### config.mk
export PLATFORM = sky130hd
export DESIGN_NAME = nibble_text_frame_deframer_core
export DESIGN_NICKNAME = d
export VERILOG_FILES = /design/src/rtl/ntfd_pkg.sv /design/src/rtl/ntfd_front.sv /design/src/rtl/ntfd_queue.sv /design/src/rtl/nibble_text_frame_deframer_core.sv
export SDC_FILE = /design/constraint.sdc
export NUM_CORES = 1
export LEC_CHECK = 0
export ABC_AREA = 1
export BUFFER_PORTS_ARGS = -buffer_cell sky130_fd_sc_hd__buf_4
export CAP_MARGIN = 20
export CORE_MARGIN = 2
export CORE_UTILIZATION = 50
export CTS_CLUSTER_DIAMETER = 120
export DETAILED_ROUTE_END_ITERATION = 6
export PLACE_DENSITY = 0.68
export SLEW_MARGIN = 15
export SYNTH_ARGS = -nofsm -noshare
export SYNTH_HDL_FRONTEND = slang
export SYNTH_SLANG_ARGS = --single-unit
### constraint.sdc
create_clock -name clk -period 3.5 [get_ports clk]
set_clock_uncertainty 0.2 [all_clocks]
set_input_delay 0.525 -clock clk [delete_from_list [all_inputs] [get_ports clk]]
set_output_delay 0.525 -clock clk [all_outputs]
set_load 0.01 [all_outputs]
### src/rtl/ntfd_pkg.sv
// ----------------------------------------------------------------------------
// ntfd_pkg
// Shared types and constants of the nibble text frame deframer.
// ----------------------------------------------------------------------------
package ntfd_pkg;

  localparam int MAX_DATA_DEF    = 14;
  localparam int QUEUE_DEPTH_DEF = 4;

  localparam logic [7:0] END_BYTE    = 8'h7D;
  localparam logic [7:0] ESC_BYTE    = 8'h7C;
  localparam logic [7:0] DIGIT_BASE  = 8'h30;
  localparam logic [7:0] MARK_FIRST  = 8'h37;
  localparam logic [7:0] MARK_SECOND = 8'h3B;

  typedef enum logic [1:0] {
    KIND_ID     = 2'd0,
    KIND_LENGTH = 2'd1,
    KIND_DATA   = 2'd2,
    KIND_END    = 2'd3
  } kind_t;

  typedef enum logic [1:0] {
    HUNT_IDLE  = 2'd0,
    HUNT_SAW7  = 2'd1,
    HUNT_FRAME = 2'd2
  } hunt_t;

  typedef struct packed {
    kind_t       kind;
    logic [7:0]  byte_value;
    logic [3:0]  position;
    logic        parsed_ok;
    logic        frame_end;
  } res_t;

endpackage

### src/rtl/ntfd_front.sv
// ----------------------------------------------------------------------------
// ntfd_front
// Marker hunt, character pairing and byte classification; one item a cycle.
// ----------------------------------------------------------------------------
module ntfd_front #(
  parameter int MAX_DATA = ntfd_pkg::MAX_DATA_DEF
) (
  input  logic          clk,
  input  logic          rst,
  input  logic          in_valid,
  input  logic [7:0]    character,
  output logic          res_valid,
  output ntfd_pkg::res_t res
);
  import ntfd_pkg::*;

  hunt_t       hunt, hunt_next;
  logic        pair_phase, pair_phase_next;
  logic [7:0]  high_part, high_part_next;
  logic        escape_flag, escape_flag_next;
  logic [7:0]  frame_id, frame_id_next;
  logic [7:0]  frame_length, frame_length_next;
  logic [3:0]  data_count, data_count_next;
  logic        success_flag, success_flag_next;

  logic [7:0]  high_off;
  logic [7:0]  low_off;
  logic [7:0]  value;
  logic [3:0]  count_inc;

  assign high_off  = high_part - DIGIT_BASE;
  assign low_off   = character - DIGIT_BASE;
  assign value     = {high_off[3:0], 4'h0} | low_off;
  assign count_inc = data_count + 4'd1;

  always_ff @(posedge clk) begin
    if (rst) begin
      hunt         <= HUNT_IDLE;
      pair_phase   <= 1'b0;
      high_part    <= '0;
      escape_flag  <= 1'b0;
      frame_id     <= '0;
      frame_length <= '0;
      data_count   <= '0;
      success_flag <= 1'b0;
    end else begin
      hunt         <= hunt_next;
      pair_phase   <= pair_phase_next;
      high_part    <= high_part_next;
      escape_flag  <= escape_flag_next;
      frame_id     <= frame_id_next;
      frame_length <= frame_length_next;
      data_count   <= data_count_next;
      success_flag <= success_flag_next;
    end
  end

  always_comb begin
    hunt_next         = hunt;
    pair_phase_next   = pair_phase;
    high_part_next    = high_part;
    escape_flag_next  = escape_flag;
    frame_id_next     = frame_id;
    frame_length_next = frame_length;
    data_count_next   = data_count;
    success_flag_next = success_flag;
    res_valid         = 1'b0;
    res               = '0;

    if (in_valid) begin
      case (hunt)
        HUNT_SAW7: begin
          if (character == MARK_SECOND) begin
            hunt_next         = HUNT_FRAME;
            pair_phase_next   = 1'b0;
            high_part_next    = '0;
            escape_flag_next  = 1'b0;
            frame_id_next     = '0;
            frame_length_next = '0;
            data_count_next   = '0;
            success_flag_next = 1'b0;
          end else if (character != MARK_FIRST) begin
            hunt_next = HUNT_IDLE;
          end
        end
        HUNT_FRAME: begin
          if (!pair_phase) begin
            high_part_next  = character;
            pair_phase_next = 1'b1;
          end else begin
            pair_phase_next = 1'b0;
            if (value == END_BYTE) begin
              res_valid      = 1'b1;
              res.kind       = KIND_END;
              res.byte_value = END_BYTE;
              res.position   = data_count;
              res.parsed_ok  = success_flag;
              res.frame_end  = 1'b1;
              hunt_next      = HUNT_IDLE;
            end else if (!escape_flag && value == ESC_BYTE) begin
              escape_flag_next = 1'b1;
            end else if (frame_id == 8'd0) begin
              // a zero id still reads as not taken
              frame_id_next    = value;
              escape_flag_next = 1'b0;
              res_valid        = 1'b1;
              res.kind         = KIND_ID;
              res.byte_value   = value;
              res.parsed_ok    = success_flag;
            end else if (frame_length == 8'd0) begin
              frame_length_next = value;
              escape_flag_next  = 1'b0;
              res_valid         = 1'b1;
              res.kind          = KIND_LENGTH;
              res.byte_value    = value;
              res.parsed_ok     = success_flag;
            end else if ({4'd0, data_count} < frame_length) begin
              data_count_next  = count_inc;
              escape_flag_next = 1'b0;
              if ({4'd0, count_inc} < frame_length) begin
                success_flag_next = 1'b1;
              end
              res_valid      = 1'b1;
              res.kind       = KIND_DATA;
              res.byte_value = value;
              res.position   = data_count;
              res.parsed_ok  = success_flag_next;
              res.frame_end  = (count_inc >= 4'(MAX_DATA));
              if (count_inc >= 4'(MAX_DATA)) begin
                hunt_next = HUNT_IDLE;
              end
            end
            // bytes past the declared length drop silently
          end
        end
        default: begin
          hunt_next = (character == MARK_FIRST) ? HUNT_SAW7 : HUNT_IDLE;
        end
      endcase
    end
  end

endmodule

### src/rtl/ntfd_queue.sv
// ----------------------------------------------------------------------------
// ntfd_queue
// Short result queue between the classifier and the result port.
// ----------------------------------------------------------------------------
module ntfd_queue #(
  parameter int DEPTH = ntfd_pkg::QUEUE_DEPTH_DEF
) (
  input  logic           clk,
  input  logic           rst,
  input  logic           wr_en,
  input  ntfd_pkg::res_t wr_data,
  input  logic           rd_en,
  output ntfd_pkg::res_t rd_data,
  output logic           full,
  output logic           empty
);
  import ntfd_pkg::*;

  localparam int AW = (DEPTH > 1) ? $clog2(DEPTH) : 1;
  localparam int CW = $clog2(DEPTH + 1);

  res_t            slots [DEPTH];
  logic [AW-1:0]   wr_ptr;
  logic [AW-1:0]   rd_ptr;
  logic [CW-1:0]   count;
  logic            do_wr;
  logic            do_rd;

  assign full    = (count == CW'(DEPTH));
  assign empty   = (count == '0);
  assign do_wr   = wr_en && !full;
  assign do_rd   = rd_en && !empty;
  assign rd_data = slots[rd_ptr];

  always_ff @(posedge clk) begin
    if (do_wr) begin
      slots[wr_ptr] <= wr_data;
    end
  end

  always_ff @(posedge clk) begin
    if (rst) begin
      wr_ptr <= '0;
      rd_ptr <= '0;
      count  <= '0;
    end else begin
      if (do_wr) begin
        wr_ptr <= (wr_ptr == AW'(DEPTH - 1)) ? '0 : wr_ptr + 1'b1;
      end
      if (do_rd) begin
        rd_ptr <= (rd_ptr == AW'(DEPTH - 1)) ? '0 : rd_ptr + 1'b1;
      end
      case ({do_wr, do_rd})
        2'b10:   count <= count + 1'b1;
        2'b01:   count <= count - 1'b1;
        default: count <= count;
      endcase
    end
  end

endmodule

### src/rtl/nibble_text_frame_deframer_core.sv
// ----------------------------------------------------------------------------
// nibble_text_frame_deframer_core
// Deframes a text character stream into id, length, data and end items.
// ----------------------------------------------------------------------------
// Input side: drive character with push; an item is taken at a clock edge
// where push is high and full is low; one character per cycle while not full.
// Result side: while empty is low the oldest result sits on kind,
// byte_value, position, parsed_ok and frame_end; pop takes it.
// A result enters the queue on the same edge its closing character is
// taken; it is registered in a queue slot and shows on the ports once all
// older results are popped. Many characters give no result (hunting, high
// characters, escapes, bytes past the length).
// Throughput is one character per cycle while full is low, set by the
// classifier's single stage of state registers; the result queue (QUEUE_DEPTH
// entries) lets the receiver stall; full rises only at QUEUE_DEPTH results.
// Reset clears the hunt state and empties the queue; the block accepts a
// character in the first cycle after reset.
// ----------------------------------------------------------------------------
module nibble_text_frame_deframer_core #(
  parameter int MAX_DATA    = ntfd_pkg::MAX_DATA_DEF,
  parameter int QUEUE_DEPTH = ntfd_pkg::QUEUE_DEPTH_DEF
) (
  input  logic       clk,
  input  logic       rst,
  input  logic       push,
  output logic       full,
  input  logic [7:0] character,
  output logic       empty,
  input  logic       pop,
  output logic [1:0] kind,
  output logic [7:0] byte_value,
  output logic [3:0] position,
  output logic       parsed_ok,
  output logic       frame_end
);
  import ntfd_pkg::*;

  logic in_valid;
  logic res_valid;
  res_t res;
  res_t head;

  assign in_valid = push && !full;

  ntfd_front #(
    .MAX_DATA (MAX_DATA)
  ) u_front (
    .clk       (clk),
    .rst       (rst),
    .in_valid  (in_valid),
    .character (character),
    .res_valid (res_valid),
    .res       (res)
  );

  ntfd_queue #(
    .DEPTH (QUEUE_DEPTH)
  ) u_queue (
    .clk     (clk),
    .rst     (rst),
    .wr_en   (res_valid),
    .wr_data (res),
    .rd_en   (pop),
    .rd_data (head),
    .full    (full),
    .empty   (empty)
  );

  assign kind       = head.kind;
  assign byte_value = head.byte_value;
  assign position   = head.position;
  assign parsed_ok  = head.parsed_ok;
  assign frame_end  = head.frame_end;

endmodule
==> metrics.md <==
| Metric | Value |
|---|---|
| Final Hold Fails | 0 |
| Final GP Congestion | 0.902 |
| Critical path fanouts, max | 4 |
| Row count | 36 |
| Routed len/inst | 14.2 um |
| Critical path cell sequence | inv_1 > ha_1 > nand2_1 > inv_1 > nand2_1 > nand2_1 > nand3_1 > nand2_1 > nand2_2 > nand2_1 > ha_1 > inv_1 > fa_1 > a21oi_1 > o21ai_0 > o21ai_0 > a21oi_1 |
| Syn Area/Cell | 8.85 um2 |
| Power Internal | 1.97 mW |
| Initial antenna violation count | 0 |
| ANT cells | 0 |
| Worst setup SP type | flop |
| CP dominant cell by count | nand2_1 |
| TritonCTS Buffers | 9 |
| CORE AREA | 9640 um2 |
| Slew Limit Fails | 0 |
| Share of layout cells above drive strength 1 | 13.9% |
| Critical setup path kind | flop to flop |
| Worst Reg2Reg Path Length in Cells | 17 |
| Most common cell in the netlist | nor2_1 |
| Leakage dissipation | 2.32 nW |
| Vias per cell | 5.16 |
| Synthesized area | 4890 um2 |
| Flip-flop and latch count after synthesis | 102 |
| Sequential area share after synthesis | 54.9% |
| Hold endpoint | u_queue.wr_ptr[1]$_SDFFE_PP0P_ |
| Least-Margin Pin Slew | 0.980 ns |
| RSZ-0062 raised after global routing | false |
| GR Util All Layers | 20.6% |
| Initial core utilization | 50.7% |
| Crit path DAT | 2.84 ns |
| Outcome | finished, final reports clean |
| Overall Power | 3.07 mW |
| CTS Sinks | 102 |
| GRT Residual Overflow | 0 |
| Max_slew headroom | 34.6% |
| Io pins | 30 |
| Via Count | 3728 |
| Top cells by count, synth | nor2_1 (115), nand2_1 (94), edfxtp_1 (64) |
| Hold buffers post-CTS | 0 |
| Multiplexer area fraction after synthesis | 0% |
| CTS max path bufs | 2 |
| Worst endpoint required time | 3.55 ns |
| Net Count, Synth | 582 |
| XOR/XNOR Fraction of Synth Area | 0.179% |
| Synth Warn # | 0 |
| Die H | 103 um |
| Setup_tns | 0 ns |
| Sw Share | 36.0% |
| Critical Path Sink Type | flop |
| DIE AREA | 10600 um2 |
| Total detailed-routing wirelength | 10300 um |
| EDFF count, synth | 64 |
| Peak per-stage delay on the critical path | 0.43 ns |
| Ys flop type | edfxtp_1 |
| Post-Synth Simple-Gate Area | 23.6% |
| Final min period | 2.79 ns |
| Hold Crit Start | rst |
| Largest net degree at the start of global routing | 34 |
| R2R Path End | u_queue.count[2]$_SDFFE_PP0P_ |
| Final antenna-violating net count | 0 |
| Area growth from synthesis to layout | 11.5% |
| Post_cts resized | 0 |
| Input/output buffers | 29 |
| Vias in the first global route | 3490 |
| First-pass DRT Iterations | 4 |
| Hold WC Path Type | input pin to flop |
| H-tree levels | 3 |
| DRC viols | 0 |
| Yosys cell types | 34 |
| FF-to-FF setup slack | 0.71 ns |
| Slowest cell on the critical path | fa_1 |
| Final Cycle Share | 79.6% |
| First-pass GRT wire length | 16600 um |
| Clk root buf | clkbuf_8 |
| DP HPWL | 7240 um |
| Top cell type by total area after synthesis | edfxtp_1 |
| P_sw | 1.11 mW |
| Worst hold slack | 0.154 ns |
| Worst R2R Start | u_front.frame_length[3]$_SDFFE_PP0P_ |
| Top post-synthesis cells by area | edfxtp_1 (39%), dfxtp_1 (16%), nor2_1 (8.8%) |
| Clock Power Share | 22.7% |
| Power per cell area | 563 nW/um2 |
| Die Width | 103 um |
| Largest family of logic cells by synthesized area | simple AND/OR/NAND/NOR gates |
| Post-CTS Setup Bufs | 0 |
| Comb pwr share | 31.7% |
| CTS tree | done |
| Seq pwr share | 45.7% |
| Worst-path clk slew | 0.10 ns |
| Post-synthesis compound-gate area fraction | 10.5% |
| Worst IR Drop VDD | 321 uV |
| Synth Area in Adders | 4.76% |
| Hold Path Depth | 2 |
| Max cap viols | 0 |
| Final setup vio count | 0 |
| Max Freq | 0.359 GHz |
| Iteration-0 DRC Markers | 199 |
| Asr flop ratio synth | 0% |
| Clock Latency Late Sink | 0.36 ns |
| Synth top area share | 39.3% |
| Layout Nets | 615 |
| Cells after synthesis | 552 |
-- registers in the layout, summed over array words and instances (netlist names), 3 cells and up, named ones only --
name                  flops
u_front.frame_length      8
u_front.frame_id          8
u_front.data_count        4
u_front.high_part         4
u_queue.slots            64
u_queue.count             3
-- logic make-up (layout without fill, tap and decap cells) --
logic type,count (synthesis),after routing
AO/OA/AOI/OAI,93,93
XOR/XNOR,1,1
adder cells (fa/ha/maj),18,18
buffers and inverters,77,115
flip-flops,102,102
AND/OR/NAND/NOR,261,261
-- layout by cell type (no fill, tap or decap), types with 2 or more instances in the layout --
| cell | count |
|---|---|
| nand3_1 | 23 |
| ha_1 | 17 |
| nor2_1 | 115 |
| a21oi_1 | 25 |
| inv_8 | 2 |
| nor2_2 | 2 |
| nand2_1 | 94 |
| nand3_2 | 4 |
| nand4_1 | 2 |
| o21ai_0 | 47 |
| inv_2 | 4 |
| nor2_4 | 5 |
| inv_1 | 58 |
| dfxtp_1 | 38 |
| buf_4 | 37 |
| nand2_2 | 6 |
| a21oi_2 | 2 |
| nor3_1 | 3 |
| o22ai_1 | 16 |
| clkinv_4 | 3 |
| clkbuf_8 | 9 |
| edfxtp_1 | 64 |
-- worst max path at each step --
stage                                              start                       endpoint  slack, ns  cells past startpoint
floorplan                                   character[4]  u_queue.count[2]$_SDFFE_PP0P_       0.48                     17
global placement                            character[4]  u_queue.count[2]$_SDFFE_PP0P_       0.41                     17
detailed placement                          character[4]  u_queue.count[2]$_SDFFE_PP0P_       0.39                     17
CTS                 u_front.frame_length[1]$_SDFFE_PP0P_  u_queue.count[2]$_SDFFE_PP0P_       0.71                     17
global route        u_front.frame_length[1]$_SDFFE_PP0P_  u_queue.count[2]$_SDFFE_PP0P_       0.42                     17
finish              u_front.frame_length[3]$_SDFFE_PP0P_  u_queue.count[2]$_SDFFE_PP0P_       0.71                     17
-- critical path: cells and delay by family, from the launching register on --
family          cells  cell delay [ns]
compound gates      4             0.44
fa+ha+maj           3             0.86
buf+inv             3             0.20
simple gates        7             0.61
flops               1             0.37
-- layer usage --
metal  global-route usage (%)  share of wire, %
met5                        0                 0
met4                     6.98               1.9
met2                     36.3                50
met1                     25.8                44
met3                     3.46               3.9
-- power groups by stage --
| stage | registers [mW] | clock network (mW) | logic, mW |
|---|---|---|---|
| 2_1_floorplan | 1.42 | 0 | 0.727 |
| 3_3_place_gp | 1.43 | 0 | 0.953 |
| 3_5_place_dp | 1.43 | 0 | 0.975 |
| 4_1_cts | 1.40 | 0.715 | 0.981 |
| 5_1_grt | 1.41 | 0.767 | 1.11 |
| 6_report | 1.40 | 0.696 | 0.972 |
-- metrics by stage --
stage / instances / instance area [um2] / utilization (%) / setup slack, ns
detailed placement: 707 / 5270 / 54.6 / 0.387
floorplan: 552 / 4890 / - / 0.484
CTS: 723 / 5450 / 56.5 / 0.708
global route: 723 / 5450 / 56.5 / 0.421
global placement: 707 / 5270 / 54.6 / 0.410
finish: 723 / 5450 / 56.5 / 0.712
-- cell type report --
class	instances	area (um2)
Sequential cell	102	2680
Inverter	62	233
Clock buffer	10	128
Tap cell	133	166
Clock inverter	6	56.3
Timing Repair Buffer	37	278
Multi-Input combinational cell	373	1910
Fill cell	908	4190
Note: power is estimated with default switching activity, not from simulation.
